### src/rtl/blg_pkg.sv
package blg_pkg;

    // Default moving average window (newest sample plus the delay line)
    localparam int WINDOW_LENGTH_DEF = 10;

    // Fixed scaling constants
    localparam int ADC_FULL_SCALE = 4095;
    localparam int ADC_REF_MV     = 3300;
    localparam int RESET_EMPTY_MV = 3300;
    localparam int RESET_FULL_MV  = 3900;
    localparam int PERCENT_FULL   = 100;

    // Field widths
    localparam int ADC_W = 12;
    localparam int MV_W  = 13;
    localparam int PCT_W = 7;

    // Millivolt scale as (avg * MV_MUL) >> MV_SHIFT: MV_MUL is 3300/4095 rounded
    // up, and 4095 * 4095 < 2^MV_SHIFT keeps the quotient exact for any 12-bit
    // average
    localparam int     MV_SHIFT = 24;
    localparam longint MV_MUL   =
        ((longint'(ADC_REF_MV) << MV_SHIFT) + ADC_FULL_SCALE - 1) / ADC_FULL_SCALE;

    // Percent divider operand widths: dividend covers (mv - empty) * 100 (< 2^20)
    localparam int DVD_W = 20;
    localparam int DVS_W = 13;

    // Configuration port
    localparam int CFG_IDX_W = 1;

    typedef enum logic [CFG_IDX_W-1:0] {
        CFG_EMPTY_MV = 1'b0,
        CFG_FULL_MV  = 1'b1
    } t_cfg_idx;

    typedef struct packed {
        logic [ADC_W-1:0] adc_sample;
        logic             charge_pin;
        logic             usb_pin;
    } t_req;

    typedef struct packed {
        logic [PCT_W-1:0] percent;
        logic [MV_W-1:0]  millivolts;
        logic             charging;
        logic             external_power;
    } t_res;

    typedef enum logic [2:0] {
        S_IDLE    = 3'd0,
        S_AVG     = 3'd1,
        S_MV      = 3'd2,
        S_SCALE   = 3'd3,
        S_PCT_GO  = 3'd4,
        S_PCT_RUN = 3'd5,
        S_DONE    = 3'd6
    } t_state;

    typedef struct packed {
        logic capture;
        logic take_avg;
        logic take_mv;
        logic take_scale;
        logic div_start;
        logic load_out;
    } t_cmd;

    typedef struct packed {
        logic div_done;
        logic out_free;
    } t_status;

endpackage

### src/rtl/battery_level_gauge_core.sv
// Battery level gauge: each request carries a 12-bit ADC sample and the charge
// and external-power pin levels; the block averages it with the previous
// WINDOW_LENGTH-1 samples, scales to millivolts (x3300/4095, doubled for the
// divider), clamps to the empty/full registers and maps the result to 0..100
// percent, with charging set when not full and the charge pin is low. One
// request is processed at a time. After acceptance the controller steps
// through the window average and the millivolt scale (both reciprocal
// multiplies), forms the percent dividend, starts the divider, waits for the
// divider that retires two quotient bits per cycle over a 20-bit dividend,
// and hands the quotient to the output register once that register is free.
// A new request is accepted from the cycle after the result is loaded. The
// result waits in an output register, so the next request is accepted while
// the previous result is still pending; a second result then waits for the
// first to be taken. The window sum is kept as a running total, so the
// window length does not change the latency. Configuration writes (index 0
// empty, index 1 full) take effect at once and belong in idle periods.
module battery_level_gauge_core #(
    parameter int WINDOW_LENGTH = blg_pkg::WINDOW_LENGTH_DEF
) (
    input  logic                          i_clk,
    input  logic                          i_rst_n,
    input  logic                          i_cfg_we,
    input  logic [blg_pkg::CFG_IDX_W-1:0] i_cfg_index,
    input  logic [blg_pkg::MV_W-1:0]      i_cfg_data,
    input  logic                          i_valid,
    output logic                          o_ready,
    input  blg_pkg::t_req                 i_req,
    output logic                          o_valid,
    input  logic                          i_ready,
    output blg_pkg::t_res                 o_res
);

    blg_pkg::t_cmd    w_cmd;
    blg_pkg::t_status w_status;

    blg_ctrl u_ctrl (
        .i_clk    (i_clk),
        .i_rst_n  (i_rst_n),
        .i_valid  (i_valid),
        .o_ready  (o_ready),
        .i_status (w_status),
        .o_cmd    (w_cmd)
    );

    blg_dp #(
        .WINDOW_LENGTH(WINDOW_LENGTH)
    ) u_dp (
        .i_clk       (i_clk),
        .i_rst_n     (i_rst_n),
        .i_cfg_we    (i_cfg_we),
        .i_cfg_index (i_cfg_index),
        .i_cfg_data  (i_cfg_data),
        .i_req       (i_req),
        .i_cmd       (w_cmd),
        .o_status    (w_status),
        .o_valid     (o_valid),
        .i_ready     (i_ready),
        .o_res       (o_res)
    );

    // A pending result never reports more than full
    a_pct_range: assert property (@(posedge i_clk) disable iff (!i_rst_n)
        o_valid |-> (o_res.percent <= blg_pkg::PCT_W'(blg_pkg::PERCENT_FULL)))
        else $error("percent above full scale");

    // Charging is never reported at full charge
    a_chg_full: assert property (@(posedge i_clk) disable iff (!i_rst_n)
        (o_valid && o_res.charging) |->
        (o_res.percent != blg_pkg::PCT_W'(blg_pkg::PERCENT_FULL)))
        else $error("charging flagged at full charge");

    // One request at a time: ready drops after an accepted request
    a_one_busy: assert property (@(posedge i_clk) disable iff (!i_rst_n)
        (i_valid && o_ready) |=> !o_ready)
        else $error("request accepted while busy");

endmodule

### src/rtl/blg_div.sv
module blg_div #(
    parameter int DVD_W = blg_pkg::DVD_W,
    parameter int DVS_W = blg_pkg::DVS_W
) (
    input  logic             i_clk,
    input  logic             i_rst_n,
    input  logic             i_start,
    input  logic [DVD_W-1:0] i_dividend,
    input  logic [DVS_W-1:0] i_divisor,
    output logic             o_done,
    output logic [DVD_W-1:0] o_quotient
);

    // Two quotient bits retire per cycle
    localparam int STEPS = (DVD_W + 1) / 2;
    localparam int CNT_W = $clog2(STEPS + 1);

    logic             r_busy;
    logic             r_done;
    logic [CNT_W-1:0] r_cnt;
    logic [DVS_W:0]   r_rem;
    logic [DVD_W-1:0] r_quo;
    logic [DVS_W-1:0] r_dvs;
    logic [DVS_W:0]   n_rem;
    logic [DVD_W-1:0] n_quo;

    // Two restoring steps: shift in the next dividend bit, subtract if it fits
    always_comb begin
        n_rem = r_rem;
        n_quo = r_quo;
        for (int k = 0; k < 2; k++) begin
            n_rem = {n_rem[DVS_W-1:0], n_quo[DVD_W-1]};
            n_quo = {n_quo[DVD_W-2:0], 1'b0};
            if (n_rem >= {1'b0, r_dvs}) begin
                n_rem    = n_rem - {1'b0, r_dvs};
                n_quo[0] = 1'b1;
            end
        end
    end

    // Track run and completion
    always_ff @(posedge i_clk) begin
        if (!i_rst_n) begin
            r_busy <= 1'b0;
            r_done <= 1'b0;
            r_cnt  <= '0;
        end else begin
            r_done <= 1'b0;
            if (i_start) begin
                r_busy <= 1'b1;
                r_cnt  <= CNT_W'(STEPS);
            end else if (r_busy) begin
                r_cnt <= r_cnt - 1'b1;
                if (r_cnt == CNT_W'(1)) begin
                    r_busy <= 1'b0;
                    r_done <= 1'b1;
                end
            end
        end
    end

    // Load operands, then iterate
    always_ff @(posedge i_clk) begin
        if (i_start) begin
            r_rem <= '0;
            r_quo <= i_dividend;
            r_dvs <= i_divisor;
        end else if (r_busy) begin
            r_rem <= n_rem;
            r_quo <= n_quo;
        end
    end

    assign o_done     = r_done;
    assign o_quotient = r_quo;

endmodule

### src/rtl/blg_ctrl.sv
module blg_ctrl (
    input  logic             i_clk,
    input  logic             i_rst_n,
    input  logic             i_valid,
    output logic             o_ready,
    input  blg_pkg::t_status i_status,
    output blg_pkg::t_cmd    o_cmd
);

    blg_pkg::t_state r_state;
    blg_pkg::t_state n_state;

    always_ff @(posedge i_clk) begin
        if (!i_rst_n) begin
            r_state <= blg_pkg::S_IDLE;
        end else begin
            r_state <= n_state;
        end
    end

    // Advance through average, scale, percent division and hand-off
    always_comb begin
        n_state = r_state;
        unique case (r_state)
            blg_pkg::S_IDLE: begin
                if (i_valid) n_state = blg_pkg::S_AVG;
            end
            blg_pkg::S_AVG:     n_state = blg_pkg::S_MV;
            blg_pkg::S_MV:      n_state = blg_pkg::S_SCALE;
            blg_pkg::S_SCALE:   n_state = blg_pkg::S_PCT_GO;
            blg_pkg::S_PCT_GO:  n_state = blg_pkg::S_PCT_RUN;
            blg_pkg::S_PCT_RUN: begin
                if (i_status.div_done) n_state = blg_pkg::S_DONE;
            end
            blg_pkg::S_DONE: begin
                if (i_status.out_free) n_state = blg_pkg::S_IDLE;
            end
            default: n_state = blg_pkg::S_IDLE;
        endcase
    end

    // Issue datapath commands
    always_comb begin
        o_cmd   = '0;
        o_ready = 1'b0;
        unique case (r_state)
            blg_pkg::S_IDLE: begin
                o_ready       = 1'b1;
                o_cmd.capture = i_valid;
            end
            blg_pkg::S_AVG:     o_cmd.take_avg   = 1'b1;
            blg_pkg::S_MV:      o_cmd.take_mv    = 1'b1;
            blg_pkg::S_SCALE:   o_cmd.take_scale = 1'b1;
            blg_pkg::S_PCT_GO:  o_cmd.div_start  = 1'b1;
            blg_pkg::S_PCT_RUN: ;
            blg_pkg::S_DONE:    o_cmd.load_out = i_status.out_free;
            default: ;
        endcase
    end

endmodule

### src/rtl/blg_dp.sv
module blg_dp #(
    parameter int WINDOW_LENGTH = blg_pkg::WINDOW_LENGTH_DEF
) (
    input  logic                           i_clk,
    input  logic                           i_rst_n,
    input  logic                           i_cfg_we,
    input  logic [blg_pkg::CFG_IDX_W-1:0]  i_cfg_index,
    input  logic [blg_pkg::MV_W-1:0]       i_cfg_data,
    input  blg_pkg::t_req                  i_req,
    input  blg_pkg::t_cmd                  i_cmd,
    output blg_pkg::t_status               o_status,
    output logic                           o_valid,
    input  logic                           i_ready,
    output blg_pkg::t_res                  o_res
);

    localparam int DEPTH = WINDOW_LENGTH - 1;
    localparam int SUM_W = $clog2(WINDOW_LENGTH * blg_pkg::ADC_FULL_SCALE + 1);
    localparam int ADC_W = blg_pkg::ADC_W;
    localparam int MV_W  = blg_pkg::MV_W;
    localparam int PCT_W = blg_pkg::PCT_W;
    localparam int DVD_W = blg_pkg::DVD_W;
    localparam int DVS_W = blg_pkg::DVS_W;

    // Window average as (sum * AVG_MUL) >> AVG_SHIFT; AVG_MUL is the reciprocal
    // rounded up, exact for every sum below 2^SUM_W
    localparam int     AVG_SHIFT  = SUM_W + $clog2(WINDOW_LENGTH);
    localparam int     AVG_PROD_W = 2 * SUM_W + 1;
    localparam longint AVG_MUL    =
        ((longint'(1) << AVG_SHIFT) + WINDOW_LENGTH - 1) / WINDOW_LENGTH;
    localparam int     MV_PROD_W  = ADC_W + blg_pkg::MV_SHIFT;

    logic [ADC_W-1:0] r_hist [DEPTH];
    logic [SUM_W-1:0] r_hist_sum;
    logic [SUM_W-1:0] r_sum;
    logic             r_chg;
    logic             r_usb;
    logic [MV_W-1:0]  r_empty;
    logic [MV_W-1:0]  r_full;
    logic [ADC_W-1:0] r_avg;
    logic [DVD_W-1:0] r_prod;
    logic [MV_W-1:0]  r_mv;
    logic             r_out_valid;
    blg_pkg::t_res    r_out;

    logic [AVG_PROD_W-1:0] w_avg_prod;
    logic [MV_PROD_W-1:0]  w_mv_prod;
    logic [DVS_W-1:0]      w_divisor;
    logic                  w_div_done;
    logic [DVD_W-1:0]      w_quo;
    logic [MV_W-1:0]       w_mv_raw;
    logic [MV_W-1:0]       w_mv_clamp;
    logic                  w_range_ok;
    logic [PCT_W-1:0]      w_pct;

    // Configuration registers; the user must write them only while idle, the block does not enforce it
    always_ff @(posedge i_clk) begin
        if (!i_rst_n) begin
            r_empty <= MV_W'(blg_pkg::RESET_EMPTY_MV);
            r_full  <= MV_W'(blg_pkg::RESET_FULL_MV);
        end else if (i_cfg_we) begin
            unique case (blg_pkg::t_cfg_idx'(i_cfg_index))
                blg_pkg::CFG_EMPTY_MV: r_empty <= i_cfg_data;
                blg_pkg::CFG_FULL_MV:  r_full  <= i_cfg_data;
                default: ;
            endcase
        end
    end

    // Delay line and its running sum: drop the oldest, add the newest
    always_ff @(posedge i_clk) begin
        if (!i_rst_n) begin
            for (int k = 1; k < DEPTH; k++) begin
                r_hist[k] <= '0;
            end
            r_hist[0]  <= ADC_W'(blg_pkg::ADC_FULL_SCALE);
            r_hist_sum <= SUM_W'(blg_pkg::ADC_FULL_SCALE);
        end else if (i_cmd.capture) begin
            for (int k = DEPTH - 1; k > 0; k--) begin
                r_hist[k] <= r_hist[k-1];
            end
            r_hist[0]  <= i_req.adc_sample;
            r_hist_sum <= r_hist_sum + SUM_W'(i_req.adc_sample)
                          - SUM_W'(r_hist[DEPTH-1]);
        end
    end

    // Latch the window sum and the pins of the request
    always_ff @(posedge i_clk) begin
        if (i_cmd.capture) begin
            r_sum <= r_hist_sum + SUM_W'(i_req.adc_sample);
            r_chg <= i_req.charge_pin;
            r_usb <= i_req.usb_pin;
        end
    end

    // Reciprocal products for the average and the millivolt scale
    assign w_avg_prod = AVG_PROD_W'(r_sum) * AVG_PROD_W'(AVG_MUL);
    assign w_mv_prod  = MV_PROD_W'(r_avg) * MV_PROD_W'(blg_pkg::MV_MUL);

    // Double the scaled voltage and clamp to the bounds, lower bound first
    assign w_mv_raw = {w_mv_prod[blg_pkg::MV_SHIFT +: MV_W-1], 1'b0};
    always_comb begin
        if (w_mv_raw < r_empty) begin
            w_mv_clamp = r_empty;
        end else if (w_mv_raw > r_full) begin
            w_mv_clamp = r_full;
        end else begin
            w_mv_clamp = w_mv_raw;
        end
    end

    // Average, clamped voltage and percent dividend, one step per state
    always_ff @(posedge i_clk) begin
        if (i_cmd.take_avg) begin
            r_avg <= w_avg_prod[AVG_SHIFT +: ADC_W];
        end
        if (i_cmd.take_mv) begin
            r_mv <= w_mv_clamp;
        end
        if (i_cmd.take_scale) begin
            r_prod <= DVD_W'((r_mv - r_empty) * DVD_W'(blg_pkg::PERCENT_FULL));
        end
    end

    assign w_divisor = r_full - r_empty;

    blg_div #(
        .DVD_W(DVD_W),
        .DVS_W(DVS_W)
    ) u_div (
        .i_clk      (i_clk),
        .i_rst_n    (i_rst_n),
        .i_start    (i_cmd.div_start),
        .i_dividend (r_prod),
        .i_divisor  (w_divisor),
        .o_done     (w_div_done),
        .o_quotient (w_quo)
    );

    // An empty or inverted range reports zero percent
    assign w_range_ok = (r_full > r_empty);
    assign w_pct      = w_range_ok ? w_quo[PCT_W-1:0] : '0;

    // Output register: hold until the result is taken
    always_ff @(posedge i_clk) begin
        if (!i_rst_n) begin
            r_out_valid <= 1'b0;
        end else if (i_cmd.load_out) begin
            r_out_valid <= 1'b1;
        end else if (i_ready) begin
            r_out_valid <= 1'b0;
        end
    end

    always_ff @(posedge i_clk) begin
        if (i_cmd.load_out) begin
            r_out.percent        <= w_pct;
            r_out.millivolts     <= r_mv;
            r_out.charging       <= (w_pct != PCT_W'(blg_pkg::PERCENT_FULL)) && !r_chg;
            r_out.external_power <= r_usb;
        end
    end

    assign o_status.div_done = w_div_done;
    assign o_status.out_free = !r_out_valid || i_ready;
    assign o_valid           = r_out_valid;
    assign o_res             = r_out;

endmodule

### config.mk
export PLATFORM = sky130hd
export DESIGN_NAME = battery_level_gauge_core
export DESIGN_NICKNAME = d
export VERILOG_FILES = /design/src/rtl/blg_pkg.sv /design/src/rtl/battery_level_gauge_core.sv /design/src/rtl/blg_div.sv /design/src/rtl/blg_ctrl.sv /design/src/rtl/blg_dp.sv
export SDC_FILE = /design/constraint.sdc
export NUM_CORES = 1
export LEC_CHECK = 0
export BUFFER_PORTS_ARGS = -buffer_cell sky130_fd_sc_hd__buf_2
export CAP_MARGIN = 20
export CORE_AREA = 4 4 252 254
export DETAILED_ROUTE_END_ITERATION = 6
export DIE_AREA = 0 0 256 258
export GPL_TIMING_DRIVEN = 0
export PLACE_DENSITY = 0.63
export SYNTH_ARGS = -nofsm -noshare
export SYNTH_HDL_FRONTEND = slang
export SYNTH_SLANG_ARGS = --single-unit
export TNS_END_PERCENT = 100
### constraint.sdc
create_clock -name i_clk -period 12.8 [get_ports i_clk]
set_input_delay 1.92 -clock i_clk [delete_from_list [all_inputs] [get_ports i_clk]]
set_output_delay 1.92 -clock i_clk [all_outputs]
set_load 0.01 [all_outputs]
Word-level counts from Yosys, hierarchy flattened
Memory sizes are Yosys's and may differ from the RTL's.
Cells that the tools add are included.
{ "totals": {"reg_bits": 181, "mem_bits_rw": 108, "elab_cells": 115, "mem_count": 1} }
{ "op_classes": {"n_addsub": 7, "mul": 3, "order_cmp": 5, "n_eq_ne": 11, "n_mux": 41, "bitwise": 12, "reduce_logical": 12} }
{ "memory_table": {"columns": ["memory", "words", "word_bits", "rd", "rd_clocked_by_memory_dff", "write_ports", "line_no", "text"], "rows": [
  ["u_dp.r_hist", 9, 12, 9, 0, 9, "blg_dp.sv:33", "logic [ADC_W-1:0] r_hist [DEPTH];"]
]} }
{ "op_table": {"columns": ["operator", "count"], "rows": [
  ["$mux W12", 9],
  ["$mux W13", 4],
  ["$mux W20", 2],
  ["$sub A13 B13 Y13", 3],
  ["$mul A12 B24 Y36 const B", 1],
  ["$mul A16 B16 Y31 const B", 1],
  ["$ge A14 B13 Y1", 2],
  ["$gt A13 B13 Y1", 2],
  ["$pmux W3 S7", 1],
  ["$mul A20 B5 Y18 const B", 1],
  ["$mux W1", 19],
  ["$add A16 B12 Y16", 1],
  ["$sub A16 B12 Y16", 1],
  ["$sub A13 B13 Y14", 1],
  ["$lt A13 B13 Y1", 1],
  ["$eq A3 B3 Y1 const B", 3],
  ["$mux W3", 3],
  ["$or A1 B1 Y1", 9],
  ["$mux W4", 2],
  ["$mux W7", 1],
  ["$ne A7 B7 Y1 const B", 1],
  ["$eq A3 B2 Y1 const B", 2],
  ["$eq A4 B1 Y1 const B", 1],
  ["$ne A2 B1 Y1 const B", 2],
  ["other kinds (13)", 18]
]} }

Longest topological paths before layout
Gate-level depths: netlist of the first run.
{ "logic_depth": {"ltp_word": 6, "ltp_mapped": 28, "ltp_nobuf": 28} }

Hierarchy
From an unflattened synthesis of the first run, not the netlist that was laid out.
{ "hier_totals": {"hier_cells": 2243, "hier_area_um2": 24094.4} }
{ "by_module_without_submodules": {"columns": ["module", "n_inst", "cells_per_inst", "area_per_inst_um2", "seq_area_each_um2"], "rows": [
  ["blg_dp", 1, 1856, 20216.9, 6596.3],
  ["blg_div", 1, 363, 3658.5, 1371.3],
  ["blg_ctrl", 1, 24, 219.0, 60.1]
]} }

Worst setup path after synthesis of the first run
Ideal clock, no wire load.
{ "synth_path": {"path_type": "register -> register", "from": "register u_dp.r_avg[9]", "to": "register u_dp.r_mv[7], data pin", "arrival_time_ns": 6.671, "t_required_ns": 12.539, "slack_ns": 5.868, "path_stages_with_launch": 24, "n_path_buf": 0, "synth_period_minus_slack_ns": 6.932, "cell_sequence": "edfxtp_1 fa_1 inv_1 fa_1 fa_1 inv_1 fa_1 inv_1 fa_1 inv_1 ha_1 nand3_1 a2111oi_0 a21boi_1 o21ai_0 a21oi_1 xnor2_1 ha_1 o21a_1 o21ai_0 a31oi_1 o31ai_2 nor2_1 a221o_1"} }
{ "synth_between": {"elab_chain_cells": 4, "elab_cells_between_ends": 5} }
{ "synth_lines": {"columns": ["item", "line_no", "text"], "rows": [
  ["from (decl)", "blg_dp.sv:40", "logic [ADC_W-1:0] r_avg;"],
  ["from (signal assigned)", "blg_dp.sv:116", "r_avg <= w_avg_prod[AVG_SHIFT +: ADC_W];"],
  ["$mul A12 B24 Y36 *", "blg_dp.sv:99", "assign w_mv_prod = MV_PROD_W'(r_avg) * MV_PROD_W'(blg_pkg::MV_MUL);"],
  ["$gt A13 B13 Y1", "blg_dp.sv:106", "end else if (w_mv_raw > r_full) begin"],
  ["$mux W13", "blg_dp.sv:106", null],
  ["$mux W13 *", "blg_dp.sv:104", "if (w_mv_raw < r_empty) begin"],
  ["named net u_dp.w_mv_clamp[7]", "blg_dp.sv:52", "logic [MV_W-1:0] w_mv_clamp;"],
  ["to (signal assigned)", "blg_dp.sv:119", "r_mv <= w_mv_clamp;"],
  ["to (decl)", "blg_dp.sv:42", "logic [MV_W-1:0] r_mv;"]
]} }
Mark *: on every way through the listed nets, which the timed path passes. The rest lies on a longest branch.
A chain may end at the register's enable or synchronous reset.

Worst setup path after layout of the first run
{ "layout_path": {"from": "register u_dp.r_avg[4]", "to": "register u_dp.r_mv[7], data pin"} }
The elaborated chain is that of the path after synthesis.

==> results of run 1 <==
-- layer usage --
metal | GRT usage, % | vias to the layer above
li1 | - | 8220
met5 | 0 | -
met3 | 3.73 | 99
met2 | 28.4 | 340
met1 | 21.5 | 8214
met4 | 5.50 | 12
-- cell type report --
| cell class | instances | area [um^2] | area share [%] |
|---|---|---|---|
| Sequential cell | 289 | 8030 | 29.9 |
| Antenna cell | 3 | 7.51 | 0.0280 |
| Timing Repair Buffer | 59 | 357 | 1.33 |
| Inverter | 393 | 1480 | 5.50 |
| Buffer | 44 | 178 | 0.662 |
| Multi-Input combinational cell | 1624 | 14600 | 54.5 |
| Clock inverter | 20 | 244 | 0.909 |
| Tap cell | 790 | 988 | 3.68 |
| Clock buffer | 42 | 922 | 3.44 |
-- cell families (layout without fill, tap and decap cells) --
kind of cell | Yosys count | count (layout) | share of synthesized area (%)
other | 0 | 3 | 0
adder cells (fa/ha/maj) | 540 | 540 | 33.2
flip-flops | 289 | 289 | 33.0
multiplexers | 23 | 23 | 0.973
XOR/XNOR | 95 | 95 | 3.46
AND/OR/NAND/NOR | 601 | 601 | 12.4
buffers and inverters | 437 | 558 | 6.80
AO/OA/AOI/OAI | 365 | 365 | 10.2
-- flip-flops by register name, summed over array words and instances, names as in the netlist, 13 cells and up --
name and flops:
u_dp.u_div.o_quotient 20, u_dp.u_div.r_dvs 13, u_dp.u_div.r_rem 13, u_dp.r_full 13
u_dp.r_hist 108, u_dp.r_hist_sum 16, u_dp.r_prod 18, u_dp.o_res 22
u_dp.r_mv 13, u_dp.r_sum 16, u_dp.r_empty 13
-- per-stage QoR --
step	utilization (%)	setup slack, ns
2_1_floorplan	-	5.87
3_3_place_gp	41.7	4.75
3_5_place_dp	41.9	4.61
4_1_cts	43.8	4.57
5_1_grt	43.8	4.09
6_report	43.8	4.55
-- worst min path at each step --
stage | startpoint | to | slack [ns] | cells past startpoint
2_1_floorplan | u_dp.r_usb | u_dp.o_res[0] | 0.40 | 0
3_3_place_gp | u_dp.r_usb | u_dp.o_res[0] | 0.40 | 0
3_5_place_dp | u_dp.r_usb | u_dp.o_res[0] | 0.41 | 0
4_1_cts | u_dp.r_usb | u_dp.o_res[0] | 0.42 | 0
5_1_grt | u_dp.r_usb | u_dp.o_res[0] | 0.44 | 0
6_report | u_dp.r_usb | u_dp.o_res[0] | 0.43 | 0
-- cell usage in the layout (no fill, tap or decap), types with 8 or more instances in the layout --
cell type  instances
nand4_1           16
nand2b_1          29
o21ai_0           66
nor3_1            38
nand2_1          190
and3_1            14
mux2i_1           18
buf_2             56
inv_1            392
or2_2              8
nand3_1           37
o21a_1            18
o211ai_1          35
nor2_1            92
clkbuf_1          45
fa_1             174
xnor2_1           61
a21boi_0          23
xor2_1            33
ha_1             366
a21o_1            24
clkbuf_16         35
o31ai_1           10
nor4_1             8
nor2b_1           19
edfxtp_1         224
a21oi_1           97
a211oi_1          22
and2_1           107
dfxtp_1           65
or3_1             16
-- critical path, cell delays in order (launching register included) --
cell       delay (ns)
edfxtp_1         0.58
inv_1            0.15
ha_1             0.36
fa_1             0.49
fa_1             0.49
inv_1            0.08
fa_1             0.54
inv_1            0.05
fa_1             0.55
inv_1            0.05
ha_1             0.31
nand3_1          0.08
a21o_1           0.20
a2111oi_0        0.58
a21boi_1         0.27
o21ai_0          0.42
a21oi_1          0.15
xnor2_1          0.34
ha_1             0.32
o21a_1           0.19
o21ai_0          0.15
a31oi_1          0.11
o31ai_2          0.88
nor2_1           0.25
a221o_1          0.39
==> impl_metrics.csv, run 1 <==
group,metric,value,unit
cts,root_buffer,"clkbuf_16",
critical_path,timing.rr.start,"u_dp.r_avg[4]",
floorplan,rows,91,
cts,path_clk_slew,0.06,ns
drt,remaining_drc_errors,0,
critical_path,critPathLaunch,"u_dp.r_avg[4]",
worst_hold_path,hold_class,"flip-flop to flip-flop",
finish,area_growth,10.4,%
finish,fin_area,26800,um^2
grt,grt_pass1_wl,89700,um
cts,htree_levels,2,
cts,clk_latency,0.56,ns
finish,fillers,5797,
grt,grt_use_total,16.8,%
logic_synthesis,synth_commonest_cells,"inv_1 (392), ha_1 (366), edfxtp_1 (224)",
cts,cts_setup_buffers,0,
finish,stdcell_count,3264,
sta,period_minus_slack,8.25,ns
logic_synthesis,synth_edf_count,224,
cts,cts_hold_buf,0,
logic_synthesis,synthCells,2350,
logic_synthesis,syn-num-nets,2923,
cts,cts_made_buffers,35,
floorplan,core,61300,um^2
drt,met3_wirelength,3200,um
sta,hold_viol,0,
drt,drt_pass1_iterations,5,
logic_synthesis,synth_ff_type,"edfxtp_1",
drt,avgRoutedWirePerCell,17.1,um
floorplan,die_area,66000,um^2
sta,fin_tns_setup,0,ns
flow_run,maxCapViolCount,0,
critical_path,critical_path.startpoint_type,"flip-flop",
grt,antenna_found_initial,10,
critical_path,endpoint,"u_dp.r_mv[7]",
outcome,outcome,"completed",
cts,clockBufferDepth,3,
cts,cts_resized,0,
cts,cts.sinks,289,
drt,viasPerCell,5.17,
drt,vias,16885,
sta,setup_viol,0,
sta,finalCritPeriodShare,64.4,%
sta,relSlewSlack,30.4,%
drt,routed_wirelength,55700,um
critical_path,cp.arrival,8.54,ns
critical_path,worst-setup-path-type,"flip-flop to flip-flop",
placed_design,placed_cells,3199,
logic_synthesis,netlist.top_cell.by_area,"edfxtp_1",
placed_design,dpl-instance-area,25700,um^2
logic_synthesis,yosysMostFrequentCell,"inv_1",
logic_synthesis,yosys.cell_types.count,77,
finish,drive_above_1_share,6.11,%
finish,nets,3019,
sta,fmax,121,MHz
critical_path,r2r_end,"u_dp.r_mv[7]",
sta,rsz0062_at_grt,"no",
sta,worst_hold_slack,0.429,ns
drt,wl_met2,26600,um
logic_synthesis,synth.ff_latch_count,289,
sta,worst_slew_pin_slew,1.04,ns
grt,grt_max_degree,78,
critical_path,cp_max_fo,9,
critical_path,rrSetupSlack,4.55,ns
grt,grt_overflow,0,
logic_synthesis,ys_top_cells_by_area,"edfxtp_1 (28%), ha_1 (19%), fa_1 (14%)",
drt,ant_nets,0,
logic_synthesis,async_flop_share,0,%
sta,maxSlewViolCount,0,
drt,highest_layer,"met5",
critical_path,end_kind,"flip-flop",
logic_synthesis,synth_top_area_share,27.7,%
floorplan,die_h,258,um
floorplan,initial_core_util,39.7,%
placed_design,gp_congestion,0.905,
critical_path,cp.required,13.10,ns
logic_synthesis,netlist_area,24300,um^2
sta,finalClockSkew,0.0169,ns
placed_design,io_buffers,55,
logic_synthesis,synth_warnings,0,
grt,grt_pass1_vias,17258,
logic_synthesis,avgSynthCellArea,10.3,um^2
floorplan,die_x,256,um
placed_design,dp_hpwl,45700,um
critical_path,r2r_cells,24,
drt,wl_met1,24200,um
drt,drt_iter0_drc,911,
logic_synthesis,ys_seq_area_share,33.0,%
cts,cts_tree,"built",
floorplan,boundaryPins,57,
Power of run 1 is not shown: default switching activity piles up to over one toggle a cycle in this logic, so the estimate is an artifact.
==> run 2: changes to the inputs <==
--- a/config.mk
+++ b/config.mk
@@ -11,7 +11,7 @@
 export DETAILED_ROUTE_END_ITERATION = 6
 export DIE_AREA = 0 0 256 258
 export GPL_TIMING_DRIVEN = 0
-export PLACE_DENSITY = 0.63
+export PLACE_DENSITY = 0.65
 export SYNTH_ARGS = -nofsm -noshare
 export SYNTH_HDL_FRONTEND = slang
 export SYNTH_SLANG_ARGS = --single-unit
==> constraint.sdc (replaced) <==
create_clock -name i_clk -period 7.25 [get_ports i_clk]
set_input_delay 1.0875 -clock i_clk [delete_from_list [all_inputs] [get_ports i_clk]]
set_output_delay 1.0875 -clock i_clk [all_outputs]
set_load 0.01 [all_outputs]
==> run 2 against run 1 <==
  * Non-clock buffer count increased by 29
  * Cell area increased by 1.5%
  * Routed wire length about the same
  * Core utilization increased by 0.65 points
  * Die area unchanged
  * Hold slack got worse by 0.0044 ns
  * Critical endpoint unchanged
  * Highest routed layer unchanged
==> impl_metrics.csv, run 2 (synthesis results as in run 1) <==
group,metric,value,unit
drt,ant_nets,0,
flow_run,maxCapViolCount,0,
sta,worst_slew_pin_slew,1.01,ns
placed_design,io_buffers,55,
cts,clockBufferDepth,3,
grt,grt-busiest-layer,"met2",
sta,finalCritPeriodShare,98.0,%
drt,vias,17117,
floorplan,rows,91,
worst_hold_path,hold_class,"flip-flop to flip-flop",
cts,cts.sinks,289,
finish,nets,3047,
critical_path,cp.arrival,7.40,ns
outcome,outcome,"completed",
floorplan,die_h,258,um
cts,cts_tree,"built",
grt,grt_pass1_wl,89600,um
sta,finalClockSkew,0.0269,ns
drt,remaining_drc_errors,0,
sta,relSlewSlack,32.7,%
critical_path,worst-setup-path-type,"flip-flop to flip-flop",
drt,routed_wirelength,55800,um
sta,fmax,141,MHz
critical_path,cp.required,7.54,ns
drt,avgRoutedWirePerCell,16.9,um
grt,grt_use_met3,2.81,%
finish,fillers,5731,
placed_design,dp_slack,-0.871,ns
finish,layout_commonest_cell,"inv_1",
sta,setup_viol,0,
cts,clk_latency,0.56,ns
grt,grt_max_degree,71,
floorplan,core,61300,um^2
grt,grt_use_total,16.8,%
grt,grt_overflow,0,
cts,cts_made_buffers,34,
grt,grt_pass1_vias,17415,
finish,largest_register,"u_dp.r_hist",
floorplan,die_x,256,um
sta,fin_tns_setup,0,ns
finish,stdcell_count,3295,
drt,drt_pass1_iterations,5,
grt,antenna_found_initial,10,
grt,use_met2,28.9,%
finish,area_growth,12.1,%
floorplan,initial_core_util,39.7,%
critical_path,end_kind,"flip-flop",
drt,viasPerCell,5.19,
critical_path,critical_path.startpoint_type,"flip-flop",
sta,worst_hold_slack,0.424,ns
grt,grt_use_met1,21.7,%
placed_design,gp_congestion,0.898,
finish,largest_reg_flops,108,
critical_path,cp_max_fo,5,
floorplan,boundaryPins,57,
placed_design,dp_hpwl,45300,um
cts,htree_levels,2,
sta,maxSlewViolCount,0,
sta,hold_viol,0,
sta,setup_ws,0.146,ns
cts,cts_hold_buf,0,
drt,drt_iter0_drc,925,
floorplan,die_area,66000,um^2
cts,root_buffer,"clkbuf_16",
finish,drive_above_1_share,8.08,%
cts,path_clk_slew,0.06,ns
finish,most-common-layout-cells,"inv_1 (390), ha_1 (365), edfxtp_1 (224)",
sta,period_minus_slack,7.10,ns
placed_design,placed_cells,3200,
==> run 2: area by class of cell <==
cell class	instances	area [um^2]	area share, %
Timing Repair Buffer	88	592	2.17
Antenna cell	5	12.5	0.0459
Clock buffer	43	895	3.28
Clock inverter	19	264	0.969
Buffer	44	180	0.662
Tap cell	790	988	3.63
Inverter	393	1480	5.42
Sequential cell	289	8030	29.5
Multi-Input combinational cell	1624	14800	54.3
==> run 2: path summary, 6_finish.rpt <==
check	from	end	slack (ns)	depth (start not counted)
setup / recovery	u_dp.r_avg[4]	u_dp.r_mv[7]	0.15	26
hold / removal	u_dp.r_usb	u_dp.o_res[0]	0.42	0
setup reg to reg	u_dp.r_avg[4]	u_dp.r_mv[7]	0.15	26
hold reg to reg	u_dp.r_usb	u_dp.o_res[0]	0.42	0
==> run 2: critical path, cell delays in order, from the launching register on <==
cell	delay, ns
edfxtp_1	0.45
buf_6	0.17
ha_1	0.20
inv_1	0.08
fa_1	0.43
fa_1	0.49
inv_1	0.08
fa_1	0.53
inv_1	0.06
fa_1	0.57
inv_1	0.06
ha_1	0.20
or3_1	0.39
a221oi_2	0.22
o221ai_2	0.21
a21bo_2	0.31
a211o_1	0.34
a211oi_2	0.24
nor2_1	0.10
ha_1	0.31
nand4_1	0.11
nor2_2	0.20
o21ai_1	0.11
a31oi_2	0.29
o31a_1	0.24
nor2_1	0.07
a221o_1	0.38
==> run 2: per-stage QoR <==
stage                     area, um^2  util, %
after CTS                      27000     44.1
after detailed placement       25700     41.9
after global placement         25600     41.7
after floorplan                24300        -
final                          27200     44.5
after global routing           27200     44.4
==> run 2: what timing repair did <==
item,CTS,global route
pin swaps,3,16
buffers inserted,18,10
resized for setup,13,28
setup endpoints to repair,13,13
==> run 2: routing by layer <==
metal	vias up	part of all wire (%)
li1	8285	-
met1	8377	44
met2	349	48
met3	98	5.4
met4	8	2.5
met5	-	0.10
Power of run 2 is left out for the same reason.
==> run 3: changes to the inputs <==
--- a/config.mk
+++ b/config.mk
@@ -5,7 +5,7 @@
 export SDC_FILE = /design/constraint.sdc
 export NUM_CORES = 1
 export LEC_CHECK = 0
-export BUFFER_PORTS_ARGS = -buffer_cell sky130_fd_sc_hd__buf_2
+export BUFFER_PORTS_ARGS = -buffer_cell sky130_fd_sc_hd__buf_4
 export CAP_MARGIN = 20
 export CORE_AREA = 4 4 252 254
 export DETAILED_ROUTE_END_ITERATION = 6
==> run 3 against run 2 <==
  * Non-clock buffer count decreased by 6
  * Hold slack got worse by 0.0046 ns
  * Routed wire length increased by 0.46%
  * Maximum frequency rose by 0.20%
  * Via count shrank 0.19%
  * Count of clock-buffer cells in the layout decreased by 1
  * Worst setup slack improved by 0.014 ns
  * Sequential share of layout area hardly changed
  * Sequential cell count is the same
  * Critical endpoint is now u_dp.r_mv[12]
  * Critical path type unchanged
  * Core utilization about the same
  * First-iteration DRC count decreased by 0.54%
  * Global-route usage grew 0.12 points
==> impl_metrics.csv, run 3 (synthesis results as in run 1) <==
group,metric,value,unit
critical_path,cp_max_fo,5,
sta,fmax,141,MHz
finish,postLayoutCoreUtil,44.4,%
flow_run,maxCapViolCount,0,
grt,grt_pass1_vias,17539,
critical_path,critPathBufInv,4,
floorplan,die_area,66000,um^2
sta,setup_ws,0.160,ns
critical_path,crit_slowest_cell,"fa_1",
grt,grt_max_degree,79,
sta,hold_viol,0,
finish,drive_above_1_share,7.94,%
sta,fin_tns_setup,0,ns
critical_path,cp.arrival,7.45,ns
sta,finalClockSkew,0.0230,ns
floorplan,rows,91,
outcome,outcome,"completed",
cts,clk_latency,0.55,ns
finish,diodes,0,
cts,clockBufferDepth,3,
worst_hold_path,hold_class,"flip-flop to flip-flop",
drt,viasPerCell,5.20,
floorplan,core,61300,um^2
grt,grt_overflow,0,
finish,largest_reg_flops,108,
cts,htree_levels,2,
floorplan,boundaryPins,57,
finish,layout_commonest_cell,"inv_1",
sta,rsz0062_at_grt,"yes",
drt,vias,17085,
finish,area_growth,12.0,%
sta,period_minus_slack,7.09,ns
critical_path,critical_path.most_common_cell,"fa_1",
placed_design,dp_slack,-1.10,ns
sta,finalCritPeriodShare,97.8,%
floorplan,die_x,256,um
sta,worst_slew_pin_slew,1.03,ns
critical_path,critical_path.startpoint_type,"flip-flop",
cts,cts_made_buffers,35,
floorplan,initial_core_util,39.7,%
critical_path,cp_top_family,"adder cells",
sta,worst_hold_slack,0.420,ns
critical_path,end_kind,"flip-flop",
drt,routed_wirelength,56000,um
grt,grt_use_total,16.9,%
placed_design,dp_hpwl,45500,um
finish,nets,3042,
drt,remaining_drc_errors,0,
sta,setup_viol,0,
sta,relSlewSlack,31.0,%
cts,root_buffer,"clkbuf_16",
sta,maxSlewViolCount,0,
cts,cts.sinks,289,
cts,cts_tree,"built",
grt,antenna_found_initial,4,
cts,path_clk_slew,0.06,ns
placed_design,io_buffers,55,
placed_design,gp_congestion,0.903,
drt,drt_pass1_iterations,6,
floorplan,die_h,258,um
grt,grt_pass1_wl,90500,um
critical_path,cp.required,7.61,ns
critical_path,max_stage_delay,0.55,ns
finish,fillers,5781,
drt,drt_iter0_drc,920,
drt,ant_nets,0,
critical_path,worst-setup-path-type,"flip-flop to flip-flop",
drt,avgRoutedWirePerCell,17.1,um
cts,cts_hold_buf,0,
critical_path,rrSetupSlack,0.16,ns
finish,most-common-layout-cells,"inv_1 (392), ha_1 (366), edfxtp_1 (224)",
finish,largest_register,"u_dp.r_hist",
-- run 3: changes by cell type in the layout (fill, tap and decap cells not counted), sizes merged --
cell	delta
inv	+3
clkinvlp	+1
buf	-7
bufinv	-1
clkinv	-1
diode	-5
-- run 3: worst paths after layout --
| kind | from | endpoint | depth (start not counted) |
|---|---|---|---|
| hold reg to reg | u_dp.r_usb | u_dp.o_res[0] | 0 |
| setup reg to reg | u_dp.r_avg[10] | u_dp.r_mv[12] | 25 |
| setup / recovery | u_dp.r_avg[10] | u_dp.r_mv[12] | 25 |
| hold / removal | u_dp.r_usb | u_dp.o_res[0] | 0 |
-- run 3: area by class of cell --
type                            count  area, um^2  share of cell area [%]
Multi-Input combinational cell   1624       14800                    54.2
Inverter                          393        1480                    5.42
Tap cell                          790         988                    3.63
Timing Repair Buffer               82         648                    2.38
Clock buffer                       42         912                    3.35
Sequential cell                   289        8030                    29.5
Clock inverter                     21         233                   0.855
Buffer                             44         183                   0.671
-- run 3: what timing repair did --
item,CTS,global route
resized for setup,13,21
buffers inserted,19,3
setup endpoints to repair,13,13
pin swaps,2,5
-- run 3: per-stage QoR --
step | area, um^2 | instances
after floorplan | 24300 | 2350
after global placement | 25700 | 3195
after detailed placement | 25800 | 3200
after CTS | 27100 | 3282
after global routing | 27200 | 3285
final | 27200 | 3285
-- run 3: metal layers --
| layer | global-route usage, % | routed length (um) |
|---|---|---|
| met1 | 21.8 | 24700 |
| met2 | 29.2 | 27000 |
| met3 | 3.02 | 2900 |
| met4 | 4.78 | 1390 |
| met5 | 0 | 46 |
-- run 3: worst register-to-register path, cell delays in order (launching register included) --
cell	delay, ns
edfxtp_1	0.50
fa_1	0.54
inv_1	0.05
fa_1	0.47
fa_1	0.55
inv_1	0.08
fa_1	0.53
inv_1	0.05
fa_1	0.53
inv_1	0.04
ha_1	0.18
a21oi_1	0.14
o21ai_1	0.12
a2111oi_2	0.38
a21bo_2	0.31
a211o_1	0.31
a211oi_2	0.23
nor2_1	0.09
ha_1	0.31
nand4_1	0.11
nor2_2	0.07
o21ai_2	0.07
a31oi_2	0.08
or3_4	0.43
or3b_2	0.50
a22oi_1	0.24
Power of run 3 is left out for the same reason.
